## src/rtl/uarttx_pkg.sv

```systemverilog
// shared types and constants of the uart transmitter with byte fifo
// no dependencies; used by uart_tx_with_fifo_top and its testbench
package uarttx_pkg;

   localparam int FIFO_DEPTH_DEFAULT = 128;

   localparam int DATA_W     = 8;
   localparam int TICKS_W    = 16;
   localparam int GAP_W      = 4;
   localparam int FILL_OUT_W = 8;
   localparam int POS_W      = 5;
   localparam int CSR_DATA_W = 32;
   localparam int CSR_ADDR_W = 4;

   // frame positions: 0..14 gap periods, then start, data, parity, stop
   localparam logic [POS_W-1:0] POS_START  = 5'd16;
   localparam logic [POS_W-1:0] POS_DATA0  = 5'd17;
   localparam logic [POS_W-1:0] POS_DATA7  = 5'd24;
   localparam logic [POS_W-1:0] POS_PARITY = 5'd25;
   localparam logic [POS_W-1:0] POS_STOP   = 5'd26;

   localparam logic [TICKS_W-1:0] BIT_TICKS_RESET = 16'd16;
   localparam logic [GAP_W-1:0]   GAP_BITS_RESET  = 4'd5;

   typedef enum logic [1:0] {
      CSR_BIT_TICKS     = 2'd0,
      CSR_PARITY_ENABLE = 2'd1,
      CSR_IDLE_LEVEL    = 2'd2,
      CSR_GAP_BITS      = 2'd3
   } csr_index_type;

   typedef struct packed {
      logic                  line_level;
      logic                  push_accepted;
      logic [FILL_OUT_W-1:0] fifo_fill;
      logic                  busy_res;
   } result_type;

endpackage

```

## src/rtl/uarttx_ram.sv

```systemverilog
// generic single-write, single-read synchronous ram with registered read
// read-first: a read and a write of one address in one cycle return old data
module uarttx_ram #(
   parameter int WIDTH = 8,
   parameter int DEPTH = 128
) (
   input  logic                     clock,
   input  logic                     wr_en,
   input  logic [$clog2(DEPTH)-1:0] wr_addr,
   input  logic [WIDTH-1:0]         wr_data,
   input  logic                     rd_en,
   input  logic [$clog2(DEPTH)-1:0] rd_addr,
   output logic [WIDTH-1:0]         rd_data
);

   logic [WIDTH-1:0] mem_ff [DEPTH];
   logic [WIDTH-1:0] rd_data_ff;

   always_ff @(posedge clock) begin
      if (wr_en) begin
         mem_ff[wr_addr] <= wr_data;
      end
      if (rd_en) begin
         rd_data_ff <= mem_ff[rd_addr];
      end
   end

   assign rd_data = rd_data_ff;

endmodule

```

## src/rtl/uart_tx_with_fifo_top.sv

```systemverilog
// uart transmitter with byte fifo: top level, bit timer, framing, csr port
// depends on uarttx_pkg and uarttx_ram
//
//  channel  direction  handshake              payload
//  req      in         req_valid/req_ready    req_push_valid, req_data_byte
//  rsp      out        rsp_valid/rsp_ready    rsp_line_level, rsp_push_accepted,
//                                             rsp_fifo_fill, rsp_busy_res
//  csr      in/out     apb psel/penable       csr_paddr, csr_pwdata, csr_prdata
//
// one request is one bit-timer tick, taken every cycle while the skid register is
// empty; the tick is worked out in the cycle it is accepted and its response
// lands in an output register backed by a skid register, so rsp stalls cost
// nothing until both hold a response. the fifo ram has one read port: a pop
// reads the byte, which reaches the shift register before any data bit is sent.
// reset is synchronous; the fifo contents are not cleared (only popped entries
// are ever read), so no clearing pass follows reset.
module uart_tx_with_fifo_top
   import uarttx_pkg::*;
#(
   parameter int FIFO_DEPTH = FIFO_DEPTH_DEFAULT
) (
   input  logic                  clock,
   input  logic                  reset,
   // request channel
   input  logic                  req_valid,
   output logic                  req_ready,
   input  logic                  req_push_valid,
   input  logic [DATA_W-1:0]     req_data_byte,
   // response channel
   output logic                  rsp_valid,
   input  logic                  rsp_ready,
   output logic                  rsp_line_level,
   output logic                  rsp_push_accepted,
   output logic [FILL_OUT_W-1:0] rsp_fifo_fill,
   output logic                  rsp_busy_res,
   // configuration port
   input  logic                  csr_psel,
   input  logic                  csr_penable,
   input  logic                  csr_pwrite,
   input  logic [CSR_ADDR_W-1:0] csr_paddr,
   input  logic [CSR_DATA_W-1:0] csr_pwdata,
   output logic [CSR_DATA_W-1:0] csr_prdata,
   output logic                  csr_pready
);

   localparam int IDX_W = $clog2(FIFO_DEPTH);
   localparam int CNT_W = $clog2(FIFO_DEPTH + 1);
   localparam logic [IDX_W-1:0] IDX_LAST = IDX_W'(FIFO_DEPTH - 1);
   localparam logic [CNT_W-1:0] CNT_FULL = CNT_W'(FIFO_DEPTH);

   // configuration registers
   logic [TICKS_W-1:0] bit_ticks_ff;
   logic               parity_enable_ff;
   logic               idle_level_ff;
   logic [GAP_W-1:0]   gap_bits_ff;

   // transmitter and fifo pointer state
   logic [IDX_W-1:0]   read_index_ff, read_index_in;
   logic [IDX_W-1:0]   write_index_ff, write_index_in;
   logic [CNT_W-1:0]   fill_count_ff, fill_count_in;
   logic [DATA_W-1:0]  shift_reg_ff, shift_reg_in;
   logic [POS_W-1:0]   frame_pos_ff, frame_pos_in;
   logic [TICKS_W-1:0] tick_count_ff, tick_count_in;
   logic               sending_ff, sending_in;
   logic               parity_acc_ff, parity_acc_in;
   logic               load_pending_ff, load_pending_in;

   // response buffering
   result_type out_ff, skid_ff, result;
   logic       out_valid_ff, skid_valid_ff;

   logic              accept;
   logic              pop;
   logic              push_ok;
   logic [DATA_W-1:0] shift_cur;
   logic [DATA_W-1:0] ram_rd_data;
   logic [CNT_W-1:0]  fill_after_pop;
   logic [TICKS_W-1:0] period;
   logic              bit_end;
   logic              logical;
   logic              csr_wr;
   csr_index_type     csr_index;

   assign req_ready = !skid_valid_ff;
   assign accept    = req_valid && req_ready;

   // ------------------------------------------------------------------
   // csr port
   // ------------------------------------------------------------------
   assign csr_pready = 1'b1;
   assign csr_wr     = csr_psel && csr_penable && csr_pwrite && csr_pready;
   assign csr_index  = csr_index_type'(csr_paddr[3:2]);

   always_ff @(posedge clock) begin
      if (reset) begin
         bit_ticks_ff     <= BIT_TICKS_RESET;
         parity_enable_ff <= 1'b0;
         idle_level_ff    <= 1'b0;
         gap_bits_ff      <= GAP_BITS_RESET;
      end else if (csr_wr) begin
         unique case (csr_index)
            CSR_BIT_TICKS:     bit_ticks_ff     <= csr_pwdata[TICKS_W-1:0];
            CSR_PARITY_ENABLE: parity_enable_ff <= csr_pwdata[0];
            CSR_IDLE_LEVEL:    idle_level_ff    <= csr_pwdata[0];
            CSR_GAP_BITS:      gap_bits_ff      <= csr_pwdata[GAP_W-1:0];
            default: ;
         endcase
      end
   end

   always_comb begin
      unique case (csr_index)
         CSR_BIT_TICKS:     csr_prdata = CSR_DATA_W'(bit_ticks_ff);
         CSR_PARITY_ENABLE: csr_prdata = CSR_DATA_W'(parity_enable_ff);
         CSR_IDLE_LEVEL:    csr_prdata = CSR_DATA_W'(idle_level_ff);
         CSR_GAP_BITS:      csr_prdata = CSR_DATA_W'(gap_bits_ff);
         default:           csr_prdata = '0;
      endcase
   end

   // ------------------------------------------------------------------
   // fifo storage
   // ------------------------------------------------------------------
   // a pop of a full fifo can meet a push to the same slot; the ram is
   // read-first, so the popped byte is the old one
   uarttx_ram #(
      .WIDTH (DATA_W),
      .DEPTH (FIFO_DEPTH)
   ) u_fifo_ram (
      .clock   (clock),
      .wr_en   (accept && push_ok),
      .wr_addr (write_index_ff),
      .wr_data (req_data_byte),
      .rd_en   (accept && pop),
      .rd_addr (read_index_ff),
      .rd_data (ram_rd_data)
   );

   // byte read on the pop tick is taken from the ram's read register while the load is pending
   assign shift_cur = load_pending_ff ? ram_rd_data : shift_reg_ff;

   // ------------------------------------------------------------------
   // one tick of the transmitter
   // ------------------------------------------------------------------
   assign pop            = !sending_ff && (fill_count_ff != '0);
   assign fill_after_pop = fill_count_ff - CNT_W'(pop);
   assign push_ok        = req_push_valid && (fill_after_pop < CNT_W'(CNT_FULL));
   assign period         = (bit_ticks_ff == '0) ? TICKS_W'(1) : bit_ticks_ff;

   always_comb begin
      logic [POS_W-1:0] pos;
      logic             snd;
      logic [TICKS_W-1:0] tick;
      logic             par;
      snd  = sending_ff || pop;
      pos  = pop ? '0 : frame_pos_ff;
      tick = pop ? '0 : tick_count_ff;
      par  = pop ? 1'b0 : parity_acc_ff;

      // gap no longer than the current position: go straight to start
      if (snd && pos < POS_START && pos >= POS_W'(gap_bits_ff)) begin
         pos = POS_START;
      end

      priority if (pos < POS_START) begin
         logical = 1'b1;
      end else if (pos == POS_START) begin
         logical = 1'b0;
      end else if (pos <= POS_DATA7) begin
         logical = shift_cur[0];
      end else if (pos == POS_PARITY) begin
         logical = ~par;
      end else begin
         logical = 1'b1;
      end

      result.line_level    = snd ? (logical ^ ~idle_level_ff) : idle_level_ff;
      result.busy_res      = snd;
      result.push_accepted = push_ok;
      result.fifo_fill     = FILL_OUT_W'(fill_after_pop + CNT_W'(push_ok));

      bit_end       = ({1'b0, tick} + 17'd1) >= {1'b0, period};
      sending_in    = snd;
      frame_pos_in  = pos;
      tick_count_in = tick;
      parity_acc_in = par;
      shift_reg_in  = shift_cur;

      if (snd) begin
         if (bit_end) begin
            tick_count_in = '0;
            priority if (pos < POS_START) begin
               frame_pos_in = pos + POS_W'(1);
               if (frame_pos_in >= POS_W'(gap_bits_ff)) begin
                  frame_pos_in = POS_START;
               end
            end else if (pos == POS_START) begin
               frame_pos_in = POS_DATA0;
            end else if (pos <= POS_DATA7) begin
               parity_acc_in = par ^ shift_cur[0];
               shift_reg_in  = {1'b0, shift_cur[DATA_W-1:1]};
               if (pos == POS_DATA7) begin
                  frame_pos_in = parity_enable_ff ? POS_PARITY : POS_STOP;
               end else begin
                  frame_pos_in = pos + POS_W'(1);
               end
            end else if (pos == POS_PARITY) begin
               frame_pos_in = POS_STOP;
            end else begin
               sending_in   = 1'b0;
               frame_pos_in = '0;
            end
         end else begin
            tick_count_in = tick + TICKS_W'(1);
         end
      end

      read_index_in  = read_index_ff;
      if (pop) begin
         read_index_in = (read_index_ff == IDX_LAST) ? '0 : read_index_ff + IDX_W'(1);
      end
      write_index_in = write_index_ff;
      if (push_ok) begin
         write_index_in = (write_index_ff == IDX_LAST) ? '0 : write_index_ff + IDX_W'(1);
      end
      fill_count_in   = fill_after_pop + CNT_W'(push_ok);
      load_pending_in = pop;
   end

   always_ff @(posedge clock) begin
      if (reset) begin
         read_index_ff   <= '0;
         write_index_ff  <= '0;
         fill_count_ff   <= '0;
         shift_reg_ff    <= '0;
         frame_pos_ff    <= '0;
         tick_count_ff   <= '0;
         sending_ff      <= 1'b0;
         parity_acc_ff   <= 1'b0;
         load_pending_ff <= 1'b0;
      end else if (accept) begin
         read_index_ff   <= read_index_in;
         write_index_ff  <= write_index_in;
         fill_count_ff   <= fill_count_in;
         shift_reg_ff    <= shift_reg_in;
         frame_pos_ff    <= frame_pos_in;
         tick_count_ff   <= tick_count_in;
         sending_ff      <= sending_in;
         parity_acc_ff   <= parity_acc_in;
         load_pending_ff <= load_pending_in;
      end else if (load_pending_ff) begin
         // no tick this cycle: park the fetched byte in the shift register
         shift_reg_ff    <= ram_rd_data;
         load_pending_ff <= 1'b0;
      end
   end

   // ------------------------------------------------------------------
   // response register and skid stage
   // ------------------------------------------------------------------
   always_ff @(posedge clock) begin
      if (reset) begin
         out_valid_ff  <= 1'b0;
         skid_valid_ff <= 1'b0;
      end else if (!out_valid_ff || rsp_ready) begin
         // output register frees up; skid holds the older response
         if (skid_valid_ff) begin
            out_valid_ff  <= 1'b1;
            skid_valid_ff <= 1'b0;
         end else begin
            out_valid_ff <= accept;
         end
      end else if (accept) begin
         skid_valid_ff <= 1'b1;
      end
   end

   always_ff @(posedge clock) begin
      if (!out_valid_ff || rsp_ready) begin
         out_ff <= skid_valid_ff ? skid_ff : result;
      end else if (accept) begin
         skid_ff <= result;
      end
   end

   assign rsp_valid         = out_valid_ff;
   assign rsp_line_level    = out_ff.line_level;
   assign rsp_push_accepted = out_ff.push_accepted;
   assign rsp_fifo_fill     = out_ff.fifo_fill;
   assign rsp_busy_res      = out_ff.busy_res;

`ifndef SYNTHESIS
   a_fill_bound: assert property (@(posedge clock) disable iff (reset)
      fill_count_ff <= CNT_FULL)
      else $error("fifo fill count above depth");

   a_skid_order: assert property (@(posedge clock) disable iff (reset)
      skid_valid_ff |-> out_valid_ff)
      else $error("skid register holds a response while output register is empty");

   a_idle_clean: assert property (@(posedge clock) disable iff (reset)
      !sending_ff |-> (frame_pos_ff == '0 && tick_count_ff == '0 && !load_pending_ff))
      else $error("transmitter idle with frame state left over");

   a_pop_fetch: assert property (@(posedge clock) disable iff (reset)
      (accept && pop) |=> (sending_ff && load_pending_ff))
      else $error("pop did not start a frame with a pending fifo read");
`endif

endmodule

```

## config.mk

```make
export PLATFORM = sky130hd
export DESIGN_NAME = uart_tx_with_fifo_top
export DESIGN_NICKNAME = d
export VERILOG_FILES = /design/src/rtl/uarttx_pkg.sv /design/src/rtl/uarttx_ram.sv /design/src/rtl/uart_tx_with_fifo_top.sv
export SDC_FILE = /design/constraint.sdc
export NUM_CORES = 1
export LEC_CHECK = 0
export BUFFER_PORTS_ARGS = -buffer_cell sky130_fd_sc_hd__buf_2
export CORE_MARGIN = 3
export CORE_UTILIZATION = 25
export CTS_CLUSTER_DIAMETER = 120
export DETAILED_ROUTE_END_ITERATION = 8
export PLACE_DENSITY_LB_ADDON = 0.08
export REMOVE_ABC_BUFFERS = 1
export SETUP_SLACK_MARGIN = 0.15
export SLEW_MARGIN = 10
export SYNTH_ARGS = -nofsm -noshare
export SYNTH_HDL_FRONTEND = slang
export SYNTH_SLANG_ARGS = --single-unit
```

## constraint.sdc

```tcl
create_clock -name clock -period 6.2 [get_ports clock]
set_input_delay 0.93 -clock clock [delete_from_list [all_inputs] [get_ports clock]]
set_output_delay 0.93 -clock clock [all_outputs]
set_load 0.1 [all_outputs]
```

After elaboration in Yosys (flattened, before gate mapping)
Memories as Yosys holds them, arrays and structs flattened. A register that Yosys moved wholly into a read port is not among the register bits. Index checks and enable logic that the tools add are counted.

Multipliers: 0. Div/mod/pow operators: 0. Reductions and logical operators: 26. Shifts and indexed selects: 0. Add/sub/neg operators: 7. Equal/unequal tests: 8. $lt $le $gt $ge: 7. Bitwise operators: 6. Muxes and demuxes: 46.

Operator list (number): one-hot mux 32 bit (4 select lines) (1); 2-to-1 mux 16 bit (4); 2-to-1 mux 8 bit (7); 2-to-1 mux 5 bit (10); 2-to-1 mux 1 bit (20); adder 16 x 1 -> 17 bit (second input constant) (1); greater-or-equal comparator 17 x 16 -> 1 bit (1); adder 16 x 1 -> 16 bit (second input constant) (1); logical NOT 16 bit (1); equality test 5 bit (second input constant) (3); adder 7 x 1 -> 7 bit (second input constant) (2); equality test 7 bit (second input constant) (2); 2-to-1 mux 7 bit (2); AND reduction 2 bit (7); 2-to-1 mux 11 bit (1); greater-or-equal comparator 5 x 4 -> 1 bit (2); less-than comparator 5 bit (second input constant) (2); logical AND 1 bit (9); adder 8 x 1 -> 8 bit (1); less-than comparator 8 bit (second input constant) (1); nonzero test 8 bit (1); subtractor 8 x 1 -> 8 bit (1); adder 5 x 1 -> 5 bit (second input constant) (1); less-or-equal comparator 5 bit (second input constant) (1); other kinds (9) (18).

Bits in read-only memories: 0. Latch bits: 0. Memory bits (writable): 1024. Word-level logic and storage cells: 124. Input port bits: 52. Memories kept: 1. Register bits after elaboration: 100.

Memories: u_fifo_ram.mem_ff (depth 128, width 8, read ports 1, clocked after Yosys merged registers in 1, write ports 1, RTL line uarttx_ram.sv:16) `logic [WIDTH-1:0] mem_ff [DEPTH];`.

Logic depth before layout (Yosys ltp)
Depth after elaboration: 15. Gate-level depth with buffers: 22. Depth with buffers taken out: 19.

Cells and area by module
From an unflattened synthesis, not the netlist that was laid out.

Cell total of the unflattened synthesis: 2319. Area total of the unflattened synthesis: 45548.7 µm².

By module, submodules not included: uarttx_ram (instances 1, area each 39745.6 µm², seq. area each 30989.7 µm², cells an instance 1635); uart_tx_with_fifo_top (instances 1, area each 5803.1 µm², seq. area each 2222.1 µm², cells an instance 684).

Worst setup path after synthesis
No wires, ideal clock.

Path type: register to register. Start point: register fill_count_ff[2]. End point: register frame_pos_ff[3]. Required time: 6.097 ns. Library setup time: 0.103 ns. Arrival time: 4.454 ns. Setup slack: 1.642 ns. Cell stages (with the launch flop): 20. Cells stage by stage: dfxtp_1 -> buf_6 -> or4_4 -> o21ai_2 -> buf_6 -> buf_2 -> nand2_1 -> ha_1 -> nand2b_1 -> a2111oi_2 -> nor3_1 -> nand2b_1 -> ha_1 -> ha_1 -> a211o_1 -> a21oi_1 -> o21ai_1 -> o22ai_2 -> a211oi_1 -> a2111oi_2.

Longest elaborated chain between the ends: 14.

RTL lines: from (decl) (RTL line uart_tx_with_fifo_top.sv:60) `logic [CNT_W-1:0] fill_count_ff, fill_count_in;`; from (signal assigned) (RTL line uart_tx_with_fifo_top.sv:244) `fill_count_ff <= fill_count_in;`; nonzero test 8 bit * (RTL line uart_tx_with_fifo_top.sv:145) `assign pop = !sending_ff && (fill_count_ff != '0);`; logical AND 1 bit * (RTL line uart_tx_with_fifo_top.sv:145); parallel branches: the longest is 11 deep, another holds less-than comparator 5 bit; 2-to-1 mux 5 bit * (RTL line uart_tx_with_fifo_top.sv:189) `if (snd) begin`; to (signal assigned) (RTL line uart_tx_with_fifo_top.sv:246) `frame_pos_ff <= frame_pos_in;`; to (decl) (RTL line uart_tx_with_fifo_top.sv:62) `logic [POS_W-1:0] frame_pos_ff, frame_pos_in;`.

Mark *: on every way between the ends. A chain may end at the register's enable or synchronous reset.

Worst setup path in the final report
Start point: register fill_count_ff[7]. End point: memory u_fifo_ram.mem_ff[67][0], enable pin.

Longest elaborated chain between the ends: 8.

RTL lines: nonzero test 8 bit (RTL line uart_tx_with_fifo_top.sv:145); logical AND 1 bit (RTL line uart_tx_with_fifo_top.sv:145); subtractor 8 x 1 -> 8 bit * (RTL line uart_tx_with_fifo_top.sv:146) `assign fill_after_pop = fill_count_ff - CNT_W'(pop);`; less-than comparator 8 bit * (RTL line uart_tx_with_fifo_top.sv:147) `assign push_ok = req_push_valid && (fill_after_pop < CNT_W'(CNT_FULL));`; logical AND 1 bit * (RTL line uart_tx_with_fifo_top.sv:147); logical AND 1 bit * (RTL line uart_tx_with_fifo_top.sv:131) `.wr_en (accept && push_ok),`; 2-to-1 mux 1 bit * (RTL line uarttx_ram.sv:20) `if (wr_en) begin`; 2-to-1 mux 1 bit (not written as such) * (RTL line uarttx_ram.sv:21) `mem_ff[wr_addr] <= wr_data;`; to (decl) (RTL line uarttx_ram.sv:16).

Every way passes the cells marked *; elsewhere a longest branch is shown, timed or not.

==> summary.md <==
| Metric | Value |
|---|---|
| Slew headroom | `26.1%` |
| 1st-iter DRT viols | `1609` |
| Min Clock Period, post-route | `5.36 ns` |
| Root buf cell | `clkbuf_16` |
| Flop pwr share | `43.7%` |
| Yosys warns | `0` |
| Number of setup buffers added after CTS | `0` |
| Antenna violations before repair | `4` |
| Most frequent cells in the layout | `edfxtp_1, mux4_2, nor2_1, clkbuf_16, nand2_1` |
| Row count | `156` |
| Final cycle utilization of the critical path | `86.4%` |
| Internal Power | `0.0145 W` |
| Final setup viols | `0` |
| Async S/R FF share, synth | `0%` |
| Gpl congestion | `0.774` |
| Critical path class | `register to register` |
| Maximum clock insertion buffer count | `3` |
| Dpl ws | `0.793 ns` |
| Register area share after synthesis | `72.9%` |
| Part of the power in combinational logic | `18.0%` |
| Critical path arrival | `5.74 ns` |
| DRT Pass-1 Iters | `5` |
| Die Height | `433 um` |
| DRC errors left | `0` |
| Critical Path RT | `6.58 ns` |
| Pwr dens | `376 nW/um2` |
| Die W | `433 um` |
| Crit end category | `register` |
| Hpwl dp | `76700 um` |
| Clk Latency, worst-skew pair | `0.76 ns` |
| CP max FO | `19` |
| Skew final | `0.0264 ns` |
| Initial Util | `25.2%` |
| Routed wire per std cell | `24.5 um` |
| Sw Share | `27.9%` |
| IO Count | `98` |
| Max_cap viols | `0` |
| Clock tree sinks | `1132` |
| Total number of vias | `22765` |
| Synthesized area per cell | `19.0 um2` |
| Hold buffer count at cts | `0` |
| Clock share of power | `38.4%` |
| Fin nets | `2659` |
| Commonest non-fill, non-tap cell in the layout | `edfxtp_1` |
| Status | `finished, final reports clean` |
| Global-route wire length before repair | `178000 um` |
| Inserted Clock Buffers | `138` |
| Worst hold-check path type | `input port to register` |
| Startpoint Class | `register` |
| Cell taking the most area after synthesis | `edfxtp_1` |
| GRT overflow | `0` |
| Vias in the first global route | `23992` |
| CTS tree | `done` |
| Top cells by area, synth | `edfxtp_1, mux4_2, dfxtp_1` |
| Design Power | `0.0201 W` |
| Peak VDD IR | `0.360 mV` |
| Share of cells above drive strength 1 | `26.4%` |
| Area of the mapped netlist | `45500 um2` |
| Area Overhead vs Synth | `17.4%` |
| Die area | `187000 um2` |
| PostCTS Resize Cnt | `0` |
| H-tree depth | `4` |
| RSZ-0062 raised after global routing | `false` |
| All-Layer GR Usage | `13.3%` |
| Worst-path clk slew | `0.06 ns` |
| Flops & latches, synth | `1132` |
| Synth Instances | `2394` |
| Largest net degree at the start of global routing | `81` |
| Psw | `0.00560 W` |
| Prevailing post-synth register cell | `edfxtp_1` |
| Max Freq | `0.187 GHz` |
| Final Hold Fails | `0` |
| Netlist cell types | `72` |
| Actual slew at the worst max-slew pin | `1.11 ns` |
| Core Region | `181000 um2` |
| EDFF count, synth | `1054` |
| # port buffers | `62` |
| Slew Limit Fails | `0` |
| DRT antenna net count | `0` |
| Routed WL | `124000 um` |
| Top-area cell type share of the netlist area | `69.5%` |
| Worst setup margin | `0.843 ns` |
| Vias per cell | `4.50` |
| Static leakage | `16.2 nW` |
-- worst max-delay path: stages (launching register included) --
cell and delay [ns]:
dfxtp_1 0.35, or4_1 0.68, o21ai_2 0.37, buf_4 0.28, inv_2 0.20, ha_1 0.27, nand2b_1 0.21, nor4_2 0.10
xnor2_1 0.54, nand3_1 0.27, nor2_1 0.26, nand3_1 0.35, buf_4 0.38, nor2_1 0.68
-- cells in the mapped netlist, types with 4 or more instances --
cell type and count:
a211oi_1 5, a21oi_1 60, a22oi_1 21, and2_1 5, and3_1 6, buf_1 14, buf_2 37, buf_4 19
clkbuf_1 75, dfxtp_1 78, edfxtp_1 1054, ha_1 34, inv_1 31, mux2_2 8, mux2_4 6, mux2i_1 49
mux4_2 305, nand2_1 126, nand2b_1 8, nand3_1 38, nand3b_1 4, nand4_1 14, nor2_1 199, nor2b_1 11
nor3_1 22, nor3b_1 4, nor4_1 14, o21ai_0 15, o22ai_1 24, or3_1 8, xnor2_1 15, xor2_1 21
-- area by class of cell --
class | count | area, um2
Antenna cell | 4 | 10.0
Clock buffer | 175 | 3700
Clock inverter | 73 | 623
Fill cell | 17624 | 127000
Inverter | 35 | 131
Multi-Input combinational cell | 1094 | 11600
Sequential cell | 1132 | 33200
Tap cell | 2370 | 2970
Timing Repair Buffer | 172 | 1260
-- power groups by stage --
stage	logic (W)	registers (W)	clock network [W]
detailed placement	0.00370	0.00894	0
floorplan	0.00274	0.00939	0
finish	0.00361	0.00878	0.00771
CTS	0.00372	0.00879	0.00800
global route	0.00393	0.00880	0.00831
global placement	0.00368	0.00894	0
-- state kept, by name (all words and copies together), names as in the netlist, 4 cells and up --
signal              flops
tick_count_ff          16
read_index_ff           7
fill_count_ff           8
rsp_fifo_fill           8
u_fifo_ram.rd_data      8
u_fifo_ram.mem_ff    1024
bit_ticks_ff           16
write_index_ff          7
frame_pos_ff            5
gap_bits_ff             4
skid_ff                11
shift_reg_ff            8
-- layer usage --
layer	part of all wire [%]	GRT usage (%)	up-vias	wire, um
li1	-	-	10047	-
met1	44	17.3	12045	54100
met2	49	21.9	507	60400
met3	5.0	3.05	166	6180
met4	2.5	4.02	0	3030
met5	0	0	-	0
-- cell families after synthesis --
group | synth area share, %
other | 0.0165
buffers and inverters | 1.82
adders and majority gates | 0.934
muxes | 16.6
and+or+nand+nor | 4.66
DFF | 72.9
AOI/OAI and AO/OA | 2.40
xor gates and xnor gates | 0.692
-- path summary, 6_finish.rpt --
check	startpoint	to	slack [ns]	cells past startpoint
max	fill_count_ff[7]	u_fifo_ram.mem_ff[67][0]	0.84	13
min	csr_pwdata[4]	bit_ticks_ff[4]	0.42	3
max reg2reg	fill_count_ff[7]	u_fifo_ram.mem_ff[67][0]	0.84	13
min reg2reg	tick_count_ff[1]	tick_count_ff[1]	0.47	2
-- per-stage QoR --
stage	instance area [um2]	setup TNS, ns	std cells	hold WS, ns	util, %
6_report	53500	0	5055	0.420	29.6
5_1_grt	53500	0	5052	0.378	29.6
4_1_cts	53500	0	5051	0.336	29.6
3_5_place_dp	49200	0	4803	0.468	27.2
3_3_place_gp	49200	0	4803	0.459	27.2
2_1_floorplan	44900	-86.04	2261	0.435	-
Power figures use the tool's default switching activity.
